$ cat config.mk
export PLATFORM = sky130hd
export DESIGN_NAME = in_order_result_reorder_buffer
export DESIGN_NICKNAME = d
export VERILOG_FILES = /design/src/ror_pkg.sv /design/src/in_order_result_reorder_buffer.sv /design/src/ror_ram.sv /design/src/ror_fifo.sv /design/src/ror_front.sv /design/src/ror_back.sv
export VERILOG_INCLUDE_DIRS = /design/src /design/src/src
export SDC_FILE = /design/constraint.sdc
export NUM_CORES = 1
export LEC_CHECK = 0
export ABC_CLOCK_PERIOD_IN_PS = 6200
export BUFFER_PORTS_ARGS = -buffer_cell sky130_fd_sc_hd__buf_2
export CORE_ASPECT_RATIO = 1.1
export CORE_MARGIN = 2
export CORE_UTILIZATION = 28
export DETAILED_ROUTE_END_ITERATION = 8
export HOLD_SLACK_MARGIN = 0.15
export SETUP_SLACK_MARGIN = 0.4
export SLEW_MARGIN = 0
export SYNTH_ARGS = -nofsm -noshare
export SYNTH_HDL_FRONTEND = slang
export SYNTH_SLANG_ARGS = --single-unit
$ cat constraint.sdc
create_clock -name i_clk -period 6.2 [get_ports i_clk]
set_clock_uncertainty 0.2 [all_clocks]
set_input_delay 0.31 -clock i_clk [delete_from_list [all_inputs] [get_ports i_clk]]
set_output_delay 0.31 -clock i_clk [all_outputs]
set_load 0.02 [all_outputs]
$ cat src/in_order_result_reorder_buffer_assert.svh
// assertion macros used by the top-level reorder buffer module
// no dependencies; included inside that module's body
`ifndef IN_ORDER_RESULT_REORDER_BUFFER_ASSERT_SVH
`define IN_ORDER_RESULT_REORDER_BUFFER_ASSERT_SVH

// consequent checked in the same cycle
`define ROR_ASSERT_NOW(label, clk, rst_n, ante, cons, msg) \
    label: assert property (@(posedge clk) disable iff (!rst_n) (ante) |-> (cons)) \
        else $error(msg);

// consequent checked in the next cycle
`define ROR_ASSERT_NEXT(label, clk, rst_n, ante, cons, msg) \
    label: assert property (@(posedge clk) disable iff (!rst_n) (ante) |=> (cons)) \
        else $error(msg);

`endif

$ cat src/ror_pkg.sv
// types and constants of the in-order result reorder buffer
// no dependencies
package ror_pkg;

    localparam int TAG_BITS    = 8;
    localparam int VALUE_WIDTH = 32;
    localparam int DEF_DEPTH   = 16;
    localparam int Q_DEPTH     = 2;

    typedef enum logic [2:0] {
        K_GRANT    = 3'd0,
        K_RESULT   = 3'd1,
        K_FULL     = 3'd2,
        K_BUFFERED = 3'd3,
        K_BAD      = 3'd4
    } t_kind;

    typedef enum logic [2:0] {
        OP_GRANT,
        OP_FULL,
        OP_BAD,
        OP_BUFFER,
        OP_DRAIN
    } t_op;

    typedef struct packed {
        logic                   action;
        logic [TAG_BITS-1:0]    done_tag;
        logic [VALUE_WIDTH-1:0] result_value;
    } t_in;

    typedef struct packed {
        t_kind                  kind;
        logic [TAG_BITS-1:0]    seq_tag;
        logic [VALUE_WIDTH-1:0] out_value;
        logic                   last;
    } t_res;

    typedef struct packed {
        t_op                    op;
        logic [TAG_BITS-1:0]    tag;
        logic [VALUE_WIDTH-1:0] value;
    } t_cmd;

endpackage

$ cat src/in_order_result_reorder_buffer.sv
// Grant, refuse, bad-tag and buffered beats: the result is registered in the back part
// after the queue; busy drops as it shows, so no new beat is taken before that result.
// A completion that drains n results: each result passes through S_READ and S_EMIT, set
// by the registered read of the value RAM; busy stays high until the last result shows.
// Synchronous active-low reset clears tag counters, ready flags and the queue;
// the value RAM is not cleared and needs no clearing pass. Results cannot be stalled.
module in_order_result_reorder_buffer import ror_pkg::*; #(
    parameter int DEPTH = DEF_DEPTH
) (
    input  logic i_clk,
    input  logic i_rst_n,
    input  logic start,
    input  t_in  i_in,
    output logic busy,
    output logic o_valid,
    output t_res o_res
);
    localparam int IW = $clog2(DEPTH);
    localparam int QW = IW + $bits(t_cmd);

    logic                q_push;
    logic                q_pop;
    logic                q_empty;
    logic                q_full;
    logic [QW-1:0]       q_wdata;
    logic [QW-1:0]       q_rdata;
    logic [TAG_BITS-1:0] emit;
    logic [IW-1:0]       head;
    logic [DEPTH-1:0]    ready;
    logic                back_busy;
    logic                accept;

    assign busy   = back_busy || !q_empty;
    assign accept = start && !busy && !q_full;

    ror_front #(
        .DEPTH (DEPTH)
    ) u_front (
        .i_clk    (i_clk),
        .i_rst_n  (i_rst_n),
        .i_accept (accept),
        .i_in     (i_in),
        .i_emit   (emit),
        .i_head   (head),
        .i_ready  (ready),
        .o_push   (q_push),
        .o_qdata  (q_wdata)
    );

    ror_fifo #(
        .WIDTH (QW),
        .DEPTH (Q_DEPTH)
    ) u_queue (
        .i_clk   (i_clk),
        .i_rst_n (i_rst_n),
        .i_push  (q_push),
        .i_wdata (q_wdata),
        .i_pop   (q_pop),
        .o_rdata (q_rdata),
        .o_empty (q_empty),
        .o_full  (q_full)
    );

    ror_back #(
        .DEPTH (DEPTH)
    ) u_back (
        .i_clk     (i_clk),
        .i_rst_n   (i_rst_n),
        .i_q_valid (!q_empty),
        .i_qdata   (q_rdata),
        .o_pop     (q_pop),
        .o_emit    (emit),
        .o_head    (head),
        .o_ready   (ready),
        .o_busy    (back_busy),
        .o_valid   (o_valid),
        .o_res     (o_res)
    );

`include "in_order_result_reorder_buffer_assert.svh"

    `ROR_ASSERT_NEXT(a_accept_busy, i_clk, i_rst_n, start && !busy, busy,
        "accepted beat left busy low")
    `ROR_ASSERT_NOW(a_mid_is_result, i_clk, i_rst_n, o_valid && !o_res.last,
        o_res.kind == K_RESULT, "non-final beat is not an in-order result")
    `ROR_ASSERT_NEXT(a_drain_goes_on, i_clk, i_rst_n, o_valid && !o_res.last,
        busy && !o_valid, "drain stopped after a non-final beat")
    `ROR_ASSERT_NOW(a_zero_value, i_clk, i_rst_n, o_valid && o_res.kind != K_RESULT,
        o_res.out_value == '0, "value set on a non-result beat")
endmodule

$ cat src/ror_ram.sv
// generic single-write, single-read RAM with registered read data
// no dependencies
module ror_ram #(
    parameter int WIDTH = 32,
    parameter int DEPTH = 16
) (
    input  logic                     i_clk,
    input  logic                     i_we,
    input  logic [$clog2(DEPTH)-1:0] i_waddr,
    input  logic [WIDTH-1:0]         i_wdata,
    input  logic [$clog2(DEPTH)-1:0] i_raddr,
    output logic [WIDTH-1:0]         o_rdata
);
    logic [WIDTH-1:0] r_mem [DEPTH];
    logic [WIDTH-1:0] r_rdata;

    always_ff @(posedge i_clk) begin
        if (i_we) begin
            r_mem[i_waddr] <= i_wdata;
        end
        r_rdata <= r_mem[i_raddr];
    end

    assign o_rdata = r_rdata;
endmodule

$ cat src/ror_fifo.sv
// short command queue between the front and back parts
// no dependencies
module ror_fifo #(
    parameter int WIDTH = 8,
    parameter int DEPTH = 2
) (
    input  logic             i_clk,
    input  logic             i_rst_n,
    input  logic             i_push,
    input  logic [WIDTH-1:0] i_wdata,
    input  logic             i_pop,
    output logic [WIDTH-1:0] o_rdata,
    output logic             o_empty,
    output logic             o_full
);
    localparam int PW = $clog2(DEPTH);
    localparam int CW = $clog2(DEPTH + 1);

    logic [WIDTH-1:0] r_mem [DEPTH];
    logic [PW-1:0]    r_wp;
    logic [PW-1:0]    r_rp;
    logic [CW-1:0]    r_cnt;
    logic             push_ok;
    logic             pop_ok;

    assign o_empty = (r_cnt == '0);
    assign o_full  = (r_cnt == CW'(DEPTH));
    assign push_ok = i_push && !o_full;
    assign pop_ok  = i_pop && !o_empty;
    assign o_rdata = r_mem[r_rp];

    always_ff @(posedge i_clk) begin
        if (push_ok) begin
            r_mem[r_wp] <= i_wdata;
        end
    end

    always_ff @(posedge i_clk) begin
        if (!i_rst_n) begin
            r_wp  <= '0;
            r_rp  <= '0;
            r_cnt <= '0;
        end else begin
            if (push_ok) begin
                r_wp <= (r_wp == PW'(DEPTH - 1)) ? '0 : r_wp + 1'b1;
            end
            if (pop_ok) begin
                r_rp <= (r_rp == PW'(DEPTH - 1)) ? '0 : r_rp + 1'b1;
            end
            if (push_ok && !pop_ok) begin
                r_cnt <= r_cnt + 1'b1;
            end else if (pop_ok && !push_ok) begin
                r_cnt <= r_cnt - 1'b1;
            end
        end
    end
endmodule

$ cat src/ror_front.sv
// front part: accepts a beat, classifies it and queues a command
// depends on ror_pkg; reads slot status owned by ror_back
module ror_front import ror_pkg::*; #(
    parameter int DEPTH = DEF_DEPTH
) (
    input  logic                                i_clk,
    input  logic                                i_rst_n,
    input  logic                                i_accept,
    input  t_in                                 i_in,
    input  logic [TAG_BITS-1:0]                 i_emit,
    input  logic [$clog2(DEPTH)-1:0]            i_head,
    input  logic [DEPTH-1:0]                    i_ready,
    output logic                                o_push,
    output logic [$clog2(DEPTH)+$bits(t_cmd)-1:0] o_qdata
);
    localparam int IW    = $clog2(DEPTH);
    localparam int TMAX  = (1 << TAG_BITS) - 1;
    localparam int CAP   = (DEPTH < TMAX) ? DEPTH : TMAX;

    logic [TAG_BITS-1:0] r_issue;
    logic [TAG_BITS-1:0] outstanding;
    logic [TAG_BITS-1:0] offset;
    logic                in_range;
    logic                held;
    logic                full;
    logic [IW:0]         sum;
    logic [IW-1:0]       idx;
    t_cmd                cmd;

    assign outstanding = r_issue - i_emit;
    assign offset      = i_in.done_tag - i_emit;
    assign full        = (outstanding >= TAG_BITS'(CAP));
    assign in_range    = (offset < outstanding) && (offset < TAG_BITS'(DEPTH));
    assign sum         = {1'b0, i_head} + {1'b0, offset[IW-1:0]};
    assign idx         = (sum >= (IW + 1)'(DEPTH)) ? IW'(sum - (IW + 1)'(DEPTH)) : sum[IW-1:0];
    assign held        = in_range && i_ready[idx];

    always_comb begin
        cmd.value = i_in.result_value;
        if (!i_in.action) begin
            cmd.op  = full ? OP_FULL : OP_GRANT;
            cmd.tag = full ? '0 : r_issue;
        end else begin
            cmd.tag = i_in.done_tag;
            if (!in_range || held) begin
                cmd.op = OP_BAD;
            end else if (offset == '0) begin
                cmd.op = OP_DRAIN;
            end else begin
                cmd.op = OP_BUFFER;
            end
        end
    end

    assign o_push  = i_accept;
    assign o_qdata = {idx, cmd};

    always_ff @(posedge i_clk) begin
        if (!i_rst_n) begin
            r_issue <= '0;
        end else if (i_accept && cmd.op == OP_GRANT) begin
            r_issue <= r_issue + 1'b1;
        end
    end
endmodule

$ cat src/ror_back.sv
// back part: executes queued commands, holds slot state and value RAM
// depends on ror_pkg and ror_ram
module ror_back import ror_pkg::*; #(
    parameter int DEPTH = DEF_DEPTH
) (
    input  logic                                  i_clk,
    input  logic                                  i_rst_n,
    input  logic                                  i_q_valid,
    input  logic [$clog2(DEPTH)+$bits(t_cmd)-1:0] i_qdata,
    output logic                                  o_pop,
    output logic [TAG_BITS-1:0]                   o_emit,
    output logic [$clog2(DEPTH)-1:0]              o_head,
    output logic [DEPTH-1:0]                      o_ready,
    output logic                                  o_busy,
    output logic                                  o_valid,
    output t_res                                  o_res
);
    localparam int IW = $clog2(DEPTH);
    localparam int CW = $bits(t_cmd);

    typedef enum logic [1:0] {
        S_IDLE,
        S_READ,
        S_EMIT
    } t_state;

    t_state                 r_state;
    logic [TAG_BITS-1:0]    r_emit;
    logic [IW-1:0]          r_head;
    logic [DEPTH-1:0]       r_ready;
    logic                   r_valid;
    t_res                   r_res;
    t_cmd                   q_cmd;
    logic [IW-1:0]          q_idx;
    logic [IW-1:0]          head_nx;
    logic                   we;
    logic [VALUE_WIDTH-1:0] rdata;

    assign q_cmd   = t_cmd'(i_qdata[CW-1:0]);
    assign q_idx   = i_qdata[CW+IW-1:CW];
    assign head_nx = (r_head == IW'(DEPTH - 1)) ? '0 : r_head + 1'b1;
    assign o_pop   = (r_state == S_IDLE) && i_q_valid;
    assign we      = o_pop && (q_cmd.op == OP_BUFFER || q_cmd.op == OP_DRAIN);

    ror_ram #(
        .WIDTH (VALUE_WIDTH),
        .DEPTH (DEPTH)
    ) u_value_ram (
        .i_clk   (i_clk),
        .i_we    (we),
        .i_waddr (q_idx),
        .i_wdata (q_cmd.value),
        .i_raddr (r_head),
        .o_rdata (rdata)
    );

    always_ff @(posedge i_clk) begin
        if (!i_rst_n) begin
            r_state <= S_IDLE;
            r_emit  <= '0;
            r_head  <= '0;
            r_ready <= '0;
            r_valid <= 1'b0;
        end else begin
            r_valid <= 1'b0;
            case (r_state)
                S_IDLE: begin
                    if (i_q_valid) begin
                        r_res.seq_tag   <= q_cmd.tag;
                        r_res.out_value <= '0;
                        r_res.last      <= 1'b1;
                        case (q_cmd.op)
                            OP_GRANT: begin
                                r_res.kind <= K_GRANT;
                                r_valid    <= 1'b1;
                            end
                            OP_FULL: begin
                                r_res.kind <= K_FULL;
                                r_valid    <= 1'b1;
                            end
                            OP_BUFFER: begin
                                r_ready[q_idx] <= 1'b1;
                                r_res.kind     <= K_BUFFERED;
                                r_valid        <= 1'b1;
                            end
                            OP_DRAIN: begin
                                r_ready[q_idx] <= 1'b1;
                                r_state        <= S_READ;
                            end
                            default: begin
                                r_res.kind <= K_BAD;
                                r_valid    <= 1'b1;
                            end
                        endcase
                    end
                end
                S_READ: begin
                    r_state <= S_EMIT;
                end
                S_EMIT: begin
                    r_res.kind      <= K_RESULT;
                    r_res.seq_tag   <= r_emit;
                    r_res.out_value <= rdata;
                    r_res.last      <= !r_ready[head_nx];
                    r_valid         <= 1'b1;
                    r_ready[r_head] <= 1'b0;
                    r_emit          <= r_emit + 1'b1;
                    r_head          <= head_nx;
                    r_state         <= r_ready[head_nx] ? S_READ : S_IDLE;
                end
                default: begin
                    r_state <= S_IDLE;
                end
            endcase
        end
    end

    assign o_emit  = r_emit;
    assign o_head  = r_head;
    assign o_ready = r_ready;
    assign o_busy  = (r_state != S_IDLE);
    assign o_valid = r_valid;
    assign o_res   = r_res;
endmodule

==> qor.yml <==
status: "finished, final reports clean"
setup_viol: 0
io_buffers: 89
worstHoldPathType: "primary input to flop"
netlist.area_leader.share_pct: 69.1
wl_mm: 62.4
grt_pass1_wl_mm: 93.9
die_w_um: 307
antenna_left: 0
worstSetupStartpointType: "flop"
p_per_area_nw_per_um2: 360
rsz0062_at_grt: "false"
synth_edf_count: 650
netlist_area_um2: 28200
clockBufferDepth: 3
slowest_stage: "nor2_4"
postSynthCellCount: 1403
fin_crit_ns: 4.02
synth.distinct_cells: 68
syn_to_final_growth_pct: 18.2
clock_sinks: 726
drive_gt1_share_pct: 28.6
final_common_cell: "edfxtp_1"
worstPathArrival_ns: 4.03
hold_viol: 0
grt_start_max_net_pins: 72
fin_ws_ns: 2.18
die_h_um: 337
syn_nets: 1480
tns_ns: 0
fmax_ghz: 0.249
slew_headroom_pct: 15.9
drc: 0
final_cell_mix: "edfxtp_1, mux4_2, buf_2"
tightest_slew_ns: 1.25
multi_input_area_um2: 6960
synth_top_area_cell: "edfxtp_1"
crit_path_end_kind: "flop"
drt-wirelength-per-cell_um: 21.2
final_area_um2: 33400
final_net_count: 1653
io_pins: 90
clk_pin_slew_ns: 0.06
die-area_um2: 103000
cts_setup_buffers: 0
regArea_um2: 21100
critical_path.top_delay_family: "simple AND/OR/NAND/NOR gates"
slew_violations: 0
detailedPlace.worstSlack_ns: 2.14
synth-warning-count: 0
ys.flop_type: "edfxtp_1"
vias: 13800
path_class: "flop to flop"
grt_usage_pct: 12.1
cp_cell_sequence: "mux2_2 > nor2_1 > o21ba_2 > o21ai_0 > nor2_4"
rows: 122
synth_area_leaders: "edfxtp_1, mux4_2, dfxtp_1"
antennaDiodeCount: 0
cap_violations: 0
path_max_fanout: 63
dp_cells: 2756
cts_tree: "built"
drt_first_pass_iters: 5
p_total_uw: 12000
fillers: 9350
gp_congestion: 0.847
initial_core_util_pct: 28.2
drtIter0Drc: 1135
seq_area_frac_synth_pct: 74.5
dp_hpwl_mm: 36.4
cts_root_buf: "clkbuf_16"
core_um2: 100000
synth.ff_latch_count: 726
required_ns: 6.21
finalCritPeriodShare_pct: 64.8
worst_path_largest_cell_delay_ns: 1.07
grt_pass1_vias: 14400
vias_per_cell: 4.68
p_leak_uw: 0.0106
ir_worst_vdd_mv: 0.205
antenna_found_initial: 0
h-tree-depth: 3
postSynthAreaPerCell_um2: 20.1
finalNonFillerCells: 2943
path_buf_inv: 0
grt_overflow: 0
cts_made_buffers: 77
dpl-instance-area_um2: 30400
synthArstFlopShare_pct: 0
insertion_delay_ns: 0.63
[metal layers]
metal / vias up / wire (um) / global-route usage [%]
met3: 79 / 2860 / 1.89
met2: 366 / 30900 / 20.6
met1: 7292 / 27500 / 16.0
li1: 6047 / - / -
met5: - / 0 / 0
met4: 0 / 1160 / 3.57
[layout make-up]
cell class	count	share of cell area (%)
multi-input cells	582	20.9
inverters	35	0.397
clock buffers	91	6.09
clock inverters	53	1.60
flip-flops and latches	726	63.1
repair buffers	154	3.12
well taps	1302	4.88
[power breakdown]
part | total [uW] | switching, uW | leakage (uW) | internal [uW]
combinational | 1280 | 896 | 0.00286 | 385
clock | 4580 | 1940 | 0.00125 | 2640
sequential | 6150 | 162 | 0.00652 | 5990
total | 12000 | 3000 | 0.0106 | 9020
[sequential cells by signal, indices dropped and copies added, names as in the netlist, named ones only]
name,count
u_queue.r_wp,1
u_queue.r_rp,1
u_back.o_emit,8
u_back.u_value_ram.r_mem,512
u_front.r_issue,8
u_back.r_state,2
u_queue.r_cnt,2
u_back.o_ready,16
u_back.o_res,44
u_back.o_head,4
u_queue.r_mem,94
u_back.o_valid,1
u_back.u_value_ram.o_rdata,32
[synthesized netlist by cell type, types with 3 or more instances]
cell type  count
nor3_1        13
a211oi_1       4
edfxtp_1     650
or4_1          5
buf_2         13
mux4_2       163
inv_1         33
xor2_2         3
o21a_1         8
a22o_1         7
or3_1          5
a21o_1         4
xnor2_1       13
nand4_1        3
mux4_1         3
nor2_1        50
nand2_1       42
nor2b_1        6
buf_1         16
clkbuf_1      29
mux2i_1       17
nand3_1        9
xor2_1        10
and2_1        34
ha_1          30
o21ai_0       23
a21boi_0       8
and3_1         5
o211a_1       10
a21oi_1       28
o31ai_1        5
dfxtp_1       76
mux2_2        33
fa_1           3
[logic make-up (layout without fill, tap and decap cells)]
logic type	after synthesis	in the layout	share of synthesized area, %
mux	218	218	15.3
buf+inv	95	333	1.37
flops	726	726	74.5
fa+ha+maj	33	33	1.54
compound gates	120	120	3.07
simple gates	185	185	3.30
xor+xnor	26	26	0.886
[repair_timing]
| item | CTS | global route |
|---|---|---|
| endpoints found under the hold margin | 101 | 0 |
| hold buffers | 43 | 0 |
| gates resized for setup | 0 | 0 |
| setup endpoints to repair | 0 | 0 |
[worst reg2reg max path, stage by stage, from the launching register on]
cell and delay [ns]:
dfxtp_4 0.99, mux2_2 0.45, nor2_1 0.22, o21ba_2 0.25, o21ai_0 0.43, nor2_4 1.07
[final timing paths]
| kind | from | to | slack, ns | cells after the start |
|---|---|---|---|---|
| max | flop | u_back.u_value_ram.r_mem[2][15]$_DFFE_PP_ | 2.18 | 5 |
| min | i_in[22] | u_queue.r_mem[0][22]$_DFFE_PP_ | 0.22 | 2 |
| max reg2reg | flop | u_back.u_value_ram.r_mem[2][15]$_DFFE_PP_ | 2.18 | 5 |
| min reg2reg | u_back.u_value_ram.o_rdata[23]$_DFF_P_ | u_back.o_res[24]$_SDFFCE_PN0P_ | 0.31 | 1 |
[per-stage QoR]
step                hold slack (ns)  util (%)
floorplan                     0.209         -
global placement              0.288      30.3
detailed placement            0.297      30.3
CTS                           0.183      33.3
global route                  0.203      33.3
finish                        0.220      33.3
Note: power is estimated with default switching activity, not from simulation.
